File: src/sv/tbt_pkg.sv
// Shared types, codes and constants for the token bucket table.
`timescale 1ns / 1ps
`default_nettype none
package tbt_pkg;

  // Default table size and the fixed field widths.
  localparam int TBT_NUM_BUCKETS = 16;
  localparam int SLOT_W          = 4;
  localparam int TOK_W           = 16;
  // Slots an index can reach; only these can ever be freed again.
  localparam int ADDR_SLOTS      = 1 << SLOT_W;

  // Operation carried by each input word.
  typedef enum logic [1:0] {
    MODE_ALLOC   = 2'd0,
    MODE_FETCH   = 2'd1,
    MODE_RELEASE = 2'd2,
    MODE_TICK    = 2'd3
  } mode_t;

  // Status reported with each result word.
  typedef enum logic [1:0] {
    ST_OK        = 2'd0,
    ST_FULL      = 2'd1,
    ST_BAD_INDEX = 2'd2,
    ST_EMPTY     = 2'd3
  } status_t;

  // Sequencer states, one-hot.
  typedef enum logic [2:0] {
    S_IDLE = 3'b001,
    S_EXEC = 3'b010,
    S_TICK = 3'b100
  } state_t;

  // One table entry as held in the bucket memory.
  typedef struct packed {
    logic [TOK_W-1:0] tokens;
    logic [TOK_W-1:0] rate;
    logic [TOK_W-1:0] burst;
  } bucket_word_t;

  // Commands from the sequencer to the slot allocator.
  typedef struct packed {
    logic              take_low;
    logic              take_hi;
    logic              drop;
    logic [SLOT_W-1:0] drop_idx;
  } alloc_cmd_t;

  // What the slot allocator offers for the next allocate.
  typedef struct packed {
    logic              free_any;
    logic [SLOT_W-1:0] free_slot;
    logic              hi_any;
    logic [SLOT_W-1:0] hi_slot;
  } alloc_stat_t;

endpackage
`default_nettype wire

File: src/sv/tbt_ram.sv
// Generic single-write, single-read RAM with a registered read port.
`timescale 1ns / 1ps
`default_nettype none
module tbt_ram #(
  parameter int WIDTH = 8,
  parameter int DEPTH = 16,
  localparam int AW   = (DEPTH > 1) ? $clog2(DEPTH) : 1
) (
  input  wire logic             clk,
  input  wire logic             we,
  input  wire logic [AW-1:0]    waddr,
  input  wire logic [WIDTH-1:0] wdata,
  input  wire logic             re,
  input  wire logic [AW-1:0]    raddr,
  output logic      [WIDTH-1:0] rdata
);

  logic [WIDTH-1:0] mem [DEPTH];

  // Write port and registered read port.
  always_ff @(posedge clk) begin
    if (we) begin
      mem[waddr] <= wdata;
    end
    if (re) begin
      rdata <= mem[raddr];
    end
  end

endmodule
`default_nettype wire

File: src/sv/tbt_alloc.sv
// Slot allocator: in-use flags, lowest-free search and the upper-slot fill count.
`timescale 1ns / 1ps
`default_nettype none
module tbt_alloc
  import tbt_pkg::*;
#(
  parameter int NUM_BUCKETS = TBT_NUM_BUCKETS,
  localparam int LOW_N = (NUM_BUCKETS < ADDR_SLOTS) ? NUM_BUCKETS : ADDR_SLOTS,
  localparam int HI_N  = (NUM_BUCKETS > ADDR_SLOTS) ? NUM_BUCKETS - ADDR_SLOTS : 0,
  localparam int AW    = (LOW_N > 1) ? $clog2(LOW_N) : 1,
  localparam int HI_W  = (HI_N > 0) ? $clog2(HI_N + 1) : 1
) (
  input  wire logic             clk,
  input  wire logic             rst_n,
  input  wire alloc_cmd_t       cmd,
  output alloc_stat_t           stat,
  output logic      [LOW_N-1:0] in_use
);

  logic [LOW_N-1:0] in_use_r, in_use_nxt;
  logic [HI_W-1:0]  hi_cnt_r, hi_cnt_nxt;
  logic [AW-1:0]    free_idx;
  logic             free_any;

  // Lowest free slot among those an index can reach.
  always_comb begin
    free_any = 1'b0;
    free_idx = '0;
    for (int i = LOW_N - 1; i >= 0; i--) begin
      if (!in_use_r[i]) begin
        free_any = 1'b1;
        free_idx = AW'(i);
      end
    end
  end

  // Slots above the index range are never freed, so they fill in order.
  always_comb begin
    stat.free_any  = free_any;
    stat.free_slot = SLOT_W'(free_idx);
    stat.hi_any    = (32'(hi_cnt_r) < HI_N);
    stat.hi_slot   = SLOT_W'(32'(hi_cnt_r) + ADDR_SLOTS);
  end

  // Apply the sequencer's take and drop commands.
  always_comb begin
    in_use_nxt = in_use_r;
    hi_cnt_nxt = hi_cnt_r;
    if (cmd.take_low) begin
      in_use_nxt[free_idx] = 1'b1;
    end
    if (cmd.drop) begin
      in_use_nxt[cmd.drop_idx[AW-1:0]] = 1'b0;
    end
    if (cmd.take_hi) begin
      hi_cnt_nxt = hi_cnt_r + HI_W'(1);
    end
  end

  always_ff @(posedge clk) begin
    if (!rst_n) begin
      in_use_r <= '0;
      hi_cnt_r <= '0;
    end else begin
      in_use_r <= in_use_nxt;
      hi_cnt_r <= hi_cnt_nxt;
    end
  end

  assign in_use = in_use_r;

endmodule
`default_nettype wire

File: src/sv/token_bucket_table.sv
// Top level: sequencer and read-modify-write datapath around the bucket memory.
// Allocate, fetch and release: no new word is taken while one executes; its result strobes
// in the cycle after the execute cycle, and a new word is taken in that same strobe cycle.
// Tick walks min(NUM_BUCKETS, 16) entries through the memory's single read port, writing
// back each entry in use while reading the next, and strobes after the last entry.
// Reset clears the in-use flags and the sequencer; the memory itself is not cleared.
// The receiver cannot stall: every result is shown for one cycle on out_valid.
`timescale 1ns / 1ps
`default_nettype none
module token_bucket_table
  import tbt_pkg::*;
#(
  parameter int NUM_BUCKETS = TBT_NUM_BUCKETS
) (
  input  wire logic              clk,
  input  wire logic              rst_n,
  input  wire logic              start,
  output logic                   busy,
  input  wire logic [1:0]        in_mode,
  input  wire logic [SLOT_W-1:0] in_bucket,
  input  wire logic [TOK_W-1:0]  in_rate,
  input  wire logic [TOK_W-1:0]  in_burst_limit,
  input  wire logic [TOK_W-1:0]  in_request,
  output logic                   out_valid,
  output logic [1:0]             out_status,
  output logic [SLOT_W-1:0]      out_slot,
  output logic [TOK_W-1:0]       out_granted
);

  localparam int LOW_N = (NUM_BUCKETS < ADDR_SLOTS) ? NUM_BUCKETS : ADDR_SLOTS;
  localparam int AW    = (LOW_N > 1) ? $clog2(LOW_N) : 1;
  localparam int WW    = $bits(bucket_word_t);

  state_t             state_r, state_nxt;
  mode_t              mode_r;
  logic [SLOT_W-1:0]  idx_r;
  logic [TOK_W-1:0]   rate_r, burst_r, req_r;
  logic               bad_r;
  logic [AW-1:0]      cnt_r, cnt_nxt;

  logic               out_valid_r, out_valid_nxt;
  status_t            out_status_r, out_status_nxt;
  logic [SLOT_W-1:0]  out_slot_r, out_slot_nxt;
  logic [TOK_W-1:0]   out_granted_r, out_granted_nxt;

  logic               accept, in_bad, tick_last;
  mode_t              in_mode_e;
  logic               ram_we, ram_re;
  logic [AW-1:0]      ram_waddr, ram_raddr;
  bucket_word_t       ram_wdata, rd_word;
  logic [WW-1:0]      ram_rdata;

  alloc_cmd_t         acmd;
  alloc_stat_t        astat;
  logic [LOW_N-1:0]   in_use;

  logic [TOK_W-1:0]   grant, tok_left;
  logic [TOK_W:0]     tick_sum;
  logic [TOK_W-1:0]   tick_tok;

  assign in_mode_e = mode_t'(in_mode);
  assign busy      = (state_r != S_IDLE);
  assign accept    = start && (state_r == S_IDLE);
  assign in_bad    = (32'(in_bucket) >= NUM_BUCKETS);
  assign tick_last = (cnt_r == AW'(LOW_N - 1));
  assign rd_word   = bucket_word_t'(ram_rdata);

  // Bucket memory: one entry per slot an index can reach.
  tbt_ram #(
    .WIDTH (WW),
    .DEPTH (LOW_N)
  ) u_ram (
    .clk   (clk),
    .we    (ram_we),
    .waddr (ram_waddr),
    .wdata (ram_wdata),
    .re    (ram_re),
    .raddr (ram_raddr),
    .rdata (ram_rdata)
  );

  // In-use flags and free-slot search.
  tbt_alloc #(
    .NUM_BUCKETS (NUM_BUCKETS)
  ) u_alloc (
    .clk    (clk),
    .rst_n  (rst_n),
    .cmd    (acmd),
    .stat   (astat),
    .in_use (in_use)
  );

  // Fetch arithmetic: grant the smaller of request and stored tokens.
  always_comb begin
    grant    = (rd_word.tokens < req_r) ? rd_word.tokens : req_r;
    tok_left = rd_word.tokens - grant;
  end

  // Tick arithmetic: add the rate and hold the count at the burst limit.
  always_comb begin
    tick_sum = {1'b0, rd_word.tokens} + {1'b0, rd_word.rate};
    tick_tok = (tick_sum > {1'b0, rd_word.burst}) ? rd_word.burst : tick_sum[TOK_W-1:0];
  end

  // Memory read address: the addressed entry on accept (entry 0 for a tick), the next entry during a tick.
  always_comb begin
    ram_re    = 1'b0;
    ram_raddr = '0;
    if (accept) begin
      if (in_mode_e == MODE_TICK) begin
        ram_re = 1'b1;
      end else begin
        ram_re    = !in_bad;
        ram_raddr = in_bucket[AW-1:0];
      end
    end else if (state_r == S_TICK) begin
      ram_re    = !tick_last;
      ram_raddr = cnt_r + AW'(1);
    end
  end

  // Sequencer: execute step, memory writes, allocator commands and the result word.
  always_comb begin
    state_nxt       = state_r;
    cnt_nxt         = cnt_r;
    ram_we          = 1'b0;
    ram_waddr       = idx_r[AW-1:0];
    ram_wdata       = rd_word;
    acmd            = '0;
    acmd.drop_idx   = idx_r;
    out_valid_nxt   = 1'b0;
    out_status_nxt  = out_status_r;
    out_slot_nxt    = out_slot_r;
    out_granted_nxt = out_granted_r;
    unique case (state_r)
      S_IDLE: begin
        if (accept) begin
          cnt_nxt   = '0;
          state_nxt = (in_mode_e == MODE_TICK) ? S_TICK : S_EXEC;
        end
      end
      S_EXEC: begin
        out_valid_nxt   = 1'b1;
        out_status_nxt  = ST_OK;
        out_slot_nxt    = '0;
        out_granted_nxt = '0;
        state_nxt       = S_IDLE;
        unique case (mode_r)
          MODE_ALLOC: begin
            if (astat.free_any) begin
              acmd.take_low    = 1'b1;
              ram_we           = 1'b1;
              ram_waddr        = astat.free_slot[AW-1:0];
              ram_wdata.tokens = '0;
              ram_wdata.rate   = rate_r;
              ram_wdata.burst  = burst_r;
              out_slot_nxt     = astat.free_slot;
            end else if (astat.hi_any) begin
              acmd.take_hi = 1'b1;
              out_slot_nxt = astat.hi_slot;
            end else begin
              out_status_nxt = ST_FULL;
            end
          end
          MODE_FETCH: begin
            if (bad_r || !in_use[idx_r[AW-1:0]]) begin
              out_status_nxt = ST_BAD_INDEX;
            end else if (rd_word.tokens == '0) begin
              out_status_nxt = ST_EMPTY;
            end else begin
              ram_we           = 1'b1;
              ram_wdata.tokens = tok_left;
              out_granted_nxt  = grant;
            end
          end
          MODE_RELEASE: begin
            if (bad_r) begin
              out_status_nxt = ST_BAD_INDEX;
            end else begin
              acmd.drop = 1'b1;
            end
          end
          MODE_TICK: begin
            // A tick never reaches this state; report ok to keep the arm complete.
            out_status_nxt = ST_OK;
          end
          default: begin
            out_status_nxt = ST_OK;
          end
        endcase
      end
      S_TICK: begin
        // Entry cnt_r is on the read data; write it back if the slot is in use.
        ram_waddr        = cnt_r;
        ram_wdata.tokens = tick_tok;
        ram_we           = in_use[cnt_r];
        cnt_nxt          = cnt_r + AW'(1);
        if (tick_last) begin
          out_valid_nxt   = 1'b1;
          out_status_nxt  = ST_OK;
          out_slot_nxt    = '0;
          out_granted_nxt = '0;
          state_nxt       = S_IDLE;
        end
      end
      default: begin
        state_nxt = S_IDLE;
      end
    endcase
  end

  // Control registers.
  always_ff @(posedge clk) begin
    if (!rst_n) begin
      state_r     <= S_IDLE;
      out_valid_r <= 1'b0;
    end else begin
      state_r     <= state_nxt;
      out_valid_r <= out_valid_nxt;
    end
  end

  // Captured input word, walk counter and result payload.
  always_ff @(posedge clk) begin
    if (accept) begin
      mode_r  <= in_mode_e;
      idx_r   <= in_bucket;
      rate_r  <= in_rate;
      burst_r <= in_burst_limit;
      req_r   <= in_request;
      bad_r   <= in_bad;
    end
    cnt_r         <= cnt_nxt;
    out_status_r  <= out_status_nxt;
    out_slot_r    <= out_slot_nxt;
    out_granted_r <= out_granted_nxt;
  end

  assign out_valid   = out_valid_r;
  assign out_status  = out_status_r;
  assign out_slot    = out_slot_r;
  assign out_granted = out_granted_r;

endmodule
`default_nettype wire
File: config.mk
export PLATFORM = sky130hd
export DESIGN_NAME = token_bucket_table
export DESIGN_NICKNAME = d
export VERILOG_FILES = /design/src/sv/tbt_pkg.sv /design/src/sv/tbt_ram.sv /design/src/sv/tbt_alloc.sv /design/src/sv/token_bucket_table.sv
export SDC_FILE = /design/constraint.sdc
export NUM_CORES = 1
export LEC_CHECK = 0
export BUFFER_PORTS_ARGS = -buffer_cell sky130_fd_sc_hd__buf_2
export CAP_MARGIN = 25
export CORE_MARGIN = 2
export CORE_UTILIZATION = 60
export DETAILED_ROUTE_END_ITERATION = 8
export PLACE_DENSITY = 0.83
export SYNTH_ARGS = -nofsm -noshare
export SYNTH_HDL_FRONTEND = slang
export SYNTH_SLANG_ARGS = --single-unit
export TNS_END_PERCENT = 30
File: constraint.sdc
create_clock -name clk -period 9 [get_ports clk]
set_clock_uncertainty 0.05 [all_clocks]
set_input_delay 0.45 -clock clk [delete_from_list [all_inputs] [get_ports clk]]
set_output_delay 0.45 -clock clk [all_outputs]
set_load 0.005 [all_outputs]
==> results.toml, run 1 <==
[power_and_ir_drop]
powerDensity_nw_per_um2 = 225
power_leakage_uw = 0.0147
irDropWorstVdd_mv = 0.202

[die]
coreArea_um2 = 64200
dieArea_um2 = 66900
fp-row-count = 93
boundaryPins = 81
die-height_um = 259
start_util_pct = 60.6
die_width_um = 259

[clock_network]
cts_max_level = 3
clock_latency_ns = 0.66
cts.path.max_buffers = 3
clk_pin_slew_ns = 0.06
clkSinkCount = 916
cts_tree = "yes"
numCtsBuffers = 91
root_buffer = "clkbuf_16"
cts_resized = 0

[synthesis]
synth_edf_count = 896
yosysSeqAreaShare_pct = 70.2
synthArstFlopShare_pct = 0
yosysWarnings = 0
syn-num-nets = 2975
mappedNetlistArea_um2 = 38900
synth.distinct_cells = 67
postSynthCellCount = 2856
synth_ff_type = "edfxtp_1"
synth-seq-cells = 916
syn_area_per_cell_um2 = 13.6

[setup_path]
cp-start-kind = "register"
crit_type = "register to register"
cp_max_fo = 20
ff2ff_setup_slack_ns = 3.21
required_ns = 9.26
slowest_delay_ns = 0.74
cp.arrival_ns = 6.05
endpoint_kind = "register"
cpMaxStageDelayCell = "o21ai_1"
worstPathCellList = "ha_1 -> a21oi_1 -> o21a_1 -> a2bb2oi_1 -> nand2_1 -> o21ai_0 -> ha_1 -> fa_1 -> inv_1 -> a21o_1 -> a21oi_1 -> a211oi_2 -> o21ai_0 -> a22oi_1 -> a2111oi_0 -> a31oi_1 -> o21ai_1"

[place]
gp_congestion = 0.986
dpl.hpwl_um = 55000
place_area_um2 = 40200
port_buffers = 80

[outcome]
status = "complete, no violations"

[sta]
finalMaxSlewViolations = 0
worst_pin_slew_ns = 1.27
period_needed_ns = 5.79
hold_violations = 0
totalNegativeSetupSlack_ns = 0
rsz0062_at_grt = "no"
fmax_mhz = 173
finalCritPeriodShare_pct = 64.3
setup_violations = 0
slew_headroom_pct = 15.0

[drt]
via_per_inst = 6.66
drt-total-wl_um = 102000
first_pass_iters = 6
drt_iter0_drc = 3615
ant_nets = 0
vias = 25881
drc_errors = 0
wl_per_cell_um = 26.3

[layout]
final_cell_mix = "edfxtp_1 (896), nand2_1 (458), a211oi_1 (245)"
final_common_cell = "edfxtp_1"
final_area_um2 = 43800
final_layout_size_suffix_gt1_share_pct = 11.5
nets = 3075
synthToLayoutAreaGrowth_pct = 12.7

[global_route]
grt_overflow = 0
grt.total_usage_pct = 30.4
grt_max_degree = 220
grt_pass1_wl_um = 151000
grt_pass1_vias = 24967
antenna_found_initial = 2

[worst_hold_path]
hold_class = "input port to register"

[job]
maxCapViolCount = 0
## kinds of logic after synthesis
family / synth area share [%]
buffers and inverters: 2.45
multiplexers: 1.55
flip-flops: 70.2
adder cells (fa/ha/maj): 2.03
AND/OR/NAND/NOR: 9.81
AO/OA/AOI/OAI: 13.3
XOR/XNOR: 0.630
## what timing repair did
item / CTS / global route
hold buffers: 53 / 0
endpoints found under the hold margin: 53 / 0
buffers inserted: 0 / 0
## path summary, 6_finish.rpt
| path | from | end | depth (start not counted) |
|---|---|---|---|
| max | u_ram.rdata[41]$_DFFE_PP_ | u_ram.mem[0][46]$_DFFE_PP_ | 17 |
| min | start | state_r[0]$_SDFFE_PN1P_ | 2 |
| max reg2reg | u_ram.rdata[41]$_DFFE_PP_ | u_ram.mem[0][46]$_DFFE_PP_ | 17 |
| min reg2reg | u_alloc.in_use[3]$_SDFF_PN0_ | u_alloc.in_use[3]$_SDFF_PN0_ | 2 |
## flip-flops by register name (all words and copies together) (netlist names)
| register | cells |
|---|---|
| out_granted | 16 |
| out_status | 2 |
| u_alloc.in_use | 16 |
| u_ram.rdata | 48 |
| rate_r | 16 |
| cnt_r | 4 |
| mode_r | 2 |
| out_valid | 1 |
| idx_r | 4 |
| burst_r | 16 |
| state_r | 3 |
| req_r | 16 |
| out_slot | 4 |
| u_ram.mem | 768 |
## per-stage QoR
| step | total power (uW) | cells | utilization, % | hold WS, ns | setup WS (ns) |
|---|---|---|---|---|---|
| 2_1_floorplan | 5750 | 2856 | - | 0.433 | 4.14 |
| 3_3_place_gp | 6080 | 3647 | 62.6 | 0.471 | 3.27 |
| 3_5_place_dp | 6110 | 3654 | 62.6 | 0.481 | 3.23 |
| 4_1_cts | 9840 | 3872 | 68.1 | 0.0145 | 3.19 |
| 5_1_grt | 10100 | 3883 | 68.2 | 0.0293 | 2.72 |
| 6_report | 9850 | 3884 | 68.2 | 0.0485 | 3.21 |
## routing by layer
| layer | share of wire [%] | track usage (%) |
|---|---|---|
| met1 | 38 | 42.0 |
| met2 | 46 | 46.9 |
| met3 | 11 | 6.26 |
| met4 | 4.6 | 14.4 |
| met5 | 0.013 | 0 |
## Yosys cell counts (all sizes together) (5+ instances only)
| master | n | share of area, % |
|---|---|---|
| o21ai | 47 | 0.60 |
| a31oi | 102 | 1.6 |
| dfxtp | 20 | 1.0 |
| nand3 | 19 | 0.24 |
| mux2 | 20 | 0.59 |
| a311oi | 97 | 2.2 |
| a211oi | 248 | 4.8 |
| xor2 | 11 | 0.25 |
| nor3b | 6 | 0.12 |
| nor2 | 73 | 0.70 |
| buf | 30 | 0.40 |
| clkbuf | 160 | 1.5 |
| inv | 52 | 0.50 |
| o221a | 8 | 0.23 |
| xnor2 | 17 | 0.38 |
| and3 | 6 | 0.096 |
| mux4 | 10 | 0.58 |
| nand4 | 10 | 0.16 |
| or3 | 6 | 0.096 |
| nor3 | 20 | 0.27 |
| nand2b | 8 | 0.13 |
| nand2 | 459 | 4.4 |
| a21oi | 150 | 1.9 |
| and2 | 200 | 3.2 |
| nor2b | 8 | 0.13 |
| o21a | 9 | 0.17 |
| mux2i | 15 | 0.39 |
| edfxtp | 896 | 69 |
| a2111oi | 5 | 0.16 |
| nor4 | 5 | 0.080 |
| o211ai | 6 | 0.13 |
| a21o | 12 | 0.23 |
| o221ai | 14 | 0.32 |
| ha | 60 | 1.9 |
## power by group
part / leakage [uW] / switching [uW] / internal, uW
clock: 0.00143 / 1590 / 2170
combinational: 0.00499 / 778 / 410
sequential: 0.00831 / 75.3 / 4830
total: 0.0147 / 2440 / 7410
## critical path, delay by kind of cell, from the launching register on
family                     cells  cell delay [ns]
DFF                            1             0.59
buffers and inverters          1             0.06
and+or+nand+nor                1             0.50
adders and majority gates      3             0.85
AOI/OAI and AO/OA             12             3.38
## final cells by class
cell class	instances	area, um^2
timing repair buffer	197	1470
fill	4128	20400
antenna	1	2.50
tap	855	1070
clock buffer	107	2400
sequential	916	27300
inverter	52	195
clock inverter	58	548
multi-input combinational	1698	10800
No activity file was read; power rests on OpenSTA's default activity.
==> inputs of run 2 (changes only) <==
--- a/config.mk
+++ b/config.mk
@@ -8,9 +8,9 @@
 export BUFFER_PORTS_ARGS = -buffer_cell sky130_fd_sc_hd__buf_2
 export CAP_MARGIN = 25
 export CORE_MARGIN = 2
-export CORE_UTILIZATION = 60
+export CORE_UTILIZATION = 57
 export DETAILED_ROUTE_END_ITERATION = 8
-export PLACE_DENSITY = 0.83
+export PLACE_DENSITY = 0.82
 export SYNTH_ARGS = -nofsm -noshare
 export SYNTH_HDL_FRONTEND = slang
 export SYNTH_SLANG_ARGS = --single-unit
==> constraint.sdc (replaced) <==
create_clock -name clk -period 5.2 [get_ports clk]
set_clock_uncertainty 0.05 [all_clocks]
set_input_delay 0.26 -clock clk [delete_from_list [all_inputs] [get_ports clk]]
set_output_delay 0.26 -clock clk [all_outputs]
set_load 0.005 [all_outputs]
==> run 2 against run 1 <==
  * Core utilization decreased by 1.9 points
  * Largest cell class unchanged
  * Critical path type unchanged
  * Global-route usage down 1.2 points
  * Combinational power rose by 87%
  * Critical path depth is 4 higher
  * Final cell count is 2.0% higher
  * Routed wire length rose by 1.3%
  * Register-to-register slack got worse by 3.0 ns
  * Total power up 76%
  * Sequential power rose by 72%
  * Sequential share of layout area decreased by 1.2 points
  * Via count grew 1.6%
  * Highest routed layer unchanged
  * Flip-flop and latch count unchanged
==> results.toml, run 2 (same netlist as run 1, synthesis figures left out) <==
[place]
place_area_um2 = 41000
placedCellCount = 3733
dpl.hpwl_um = 55900
port_buffers = 80
gp_congestion = 0.973

[drt]
vias = 26308
ant_nets = 0
via_per_inst = 6.64
drc_errors = 0
drt-total-wl_um = 104000
wl_per_cell_um = 26.2
drt_iter0_drc = 3752
first_pass_iters = 7

[setup_path]
ff2ff_setup_slack_ns = 0.21
cpMaxStageDelayCell = "edfxtp_1"
crit_path_frequent_cell = "buf_4"
slowest_delay_ns = 0.42
worstPathCellList = "ha_1 -> or3_1 -> a221oi_2 -> o31ai_1 -> o21a_1 -> nor3_2 -> nor3_1 -> a211oi_2 -> xnor2_1 -> ha_1 -> nand2_1 -> nor3_1 -> a2111oi_1 -> o21ai_1 -> o221ai_1 -> nand3b_1 -> buf_4 -> buf_4 -> mux2i_1 -> o221ai_1 -> buf_4"
reg2reg_to = "u_ram.mem[5][41]$_DFFE_PP_"
crit_end = "u_ram.mem[5][41]$_DFFE_PP_"
required_ns = 5.54
cp-start-kind = "register"
cp_max_fo = 16
worst_r2r_path_depth = 21
regToRegStartpoint = "u_ram.rdata[19]$_DFFE_PP_"
endpoint_kind = "register"
crit_type = "register to register"
cp-startpoint = "u_ram.rdata[19]$_DFFE_PP_"
cp.arrival_ns = 5.33

[clock_network]
clk_pin_slew_ns = 0.06
root_buffer = "clkbuf_16"
clock_latency_ns = 0.67
cts_tree = "yes"
cts.path.max_buffers = 3
cts_max_level = 3
clkSinkCount = 916
numCtsBuffers = 90

[sta]
fmax_mhz = 200
holdWs_ns = 0.249
hold_violations = 0
finalCritPeriodShare_pct = 95.9
finalMaxSlewViolations = 0
worst_pin_slew_ns = 1.04
slew_headroom_pct = 30.5
totalNegativeSetupSlack_ns = 0
rsz0062_at_grt = "no"
period_needed_ns = 4.99
setup_violations = 0

[layout]
final_cell_mix = "edfxtp_1 (896), nand2_1 (457), a211oi_1 (245)"
fin_util_pct = 66.3
nets = 3134
multi_input_area_um2 = 10900
final_common_cell = "edfxtp_1"
top_regs = "u_ram.mem: 768 flops, u_ram.rdata: 48 flops"
largest_reg_flops = 768
final_cells = 3961
final_layout_size_suffix_gt1_share_pct = 13.3
synthToLayoutAreaGrowth_pct = 14.9
regMostFlops = "u_ram.mem"
regArea_um2 = 27300
final_area_um2 = 44700
fillCellCount = 4388

[power_and_ir_drop]
power_leakage_uw = 0.0151
p_int_uw = 13000
powerDensity_nw_per_um2 = 388
p_switching_uw = 4290
irDropWorstVdd_mv = 0.302
combinationalPowerShare_pct = 12.8
clkPwrFrac_pct = 38.4
p_sw_share_pct = 24.8
p_seq_share_pct = 48.8

[global_route]
grt_pass1_vias = 25497
antenna_found_initial = 4
grt.total_usage_pct = 29.2
grt_overflow = 0
grt_max_degree = 135
grt_pass1_wl_um = 154000

[worst_hold_path]
hold_class = "input port to register"

[outcome]
status = "complete, no violations"

[die]
coreArea_um2 = 67400
dieArea_um2 = 70400
boundaryPins = 81
die_width_um = 265
die-height_um = 265
fp-row-count = 95
start_util_pct = 57.7

[job]
maxCapViolCount = 0
run 2: cell count changes in the layout (fill, tap and decap cells not counted), moves of 2 or more:
cell	before	now
dlygate4sd3_1	53	57
clkinv_1	24	17
bufinv_16	9	12
clkbuf_1	13	18
inv_6	1	3
buf_4	57	92
clkinv_2	15	11
buf_12	3	24
clkbuf_16	94	92
clkinv_16	1	3
run 2: power groups by stage:
stage,Clock [uW],Combinational (uW),Sequential [uW]
2_1_floorplan,0,1390,8560
4_1_cts,6700,2150,8450
6_report,6660,2220,8450
3_5_place_dp,0,2090,8600
3_3_place_gp,0,2020,8600
5_1_grt,6990,2400,8450
run 2: metrics by stage:
stage	setup WS, ns	power, uW
after floorplan	0.339	9960
after global placement	0.230	10600
after detailed placement	0.0790	10700
after CTS	0.0827	17300
after global routing	0.0206	17800
final	0.211	17300
run 2: repair_timing:
action                                  4_1_cts  5_1_grt
endpoints found under the hold margin        73        0
hold buffers                                 57        0
setup buffers                                 0        4
resized for setup                             0       10
endpoints found under the setup margin        0      240
run 2: worst min-delay path by stage:
stage | start | end | slack, ns | cells past startpoint
global route | in_rate[5] | rate_r[5]$_DFFE_PP_ | 0.25 | 2
floorplan | in_burst_limit[0] | burst_r[0]$_DFFE_PP_ | 0.31 | 0
detailed placement | in_burst_limit[11] | burst_r[11]$_DFFE_PP_ | 0.39 | 1
finish | in_rate[4] | rate_r[4]$_DFFE_PP_ | 0.25 | 2
CTS | in_rate[4] | rate_r[4]$_DFFE_PP_ | 0.22 | 2
global placement | in_rate[11] | rate_r[11]$_DFFE_PP_ | 0.39 | 1
run 2: worst max-delay path, delay by kind of cell (launching register included):
family,cells,cell delay [ns]
compound gates,8,1.70
simple gates,6,0.95
buf+inv,3,0.64
fa+ha+maj,2,0.57
flops,1,0.42
mux,1,0.21
xor+xnor,1,0.18
run 2: per-layer routing:
layer	routed length, um	global-route usage [%]	part of all wire [%]
met3	10600	5.20	10
met4	4850	13.3	4.7
met1	39000	39.3	38
met2	49200	46.8	47
met5	11	0	0.011
run 2: final cells by class:
cell class                      count  share of cell area, %
Antenna cell                        1                0.00560
Timing Repair Buffer              256                   4.85
Multi-Input combinational cell   1699                   24.3
Inverter                           52                  0.437
Sequential cell                   916                   61.1
Clock buffer                      111                   5.33
Clock inverter                     53                   1.47
Tap cell                          873                   2.44
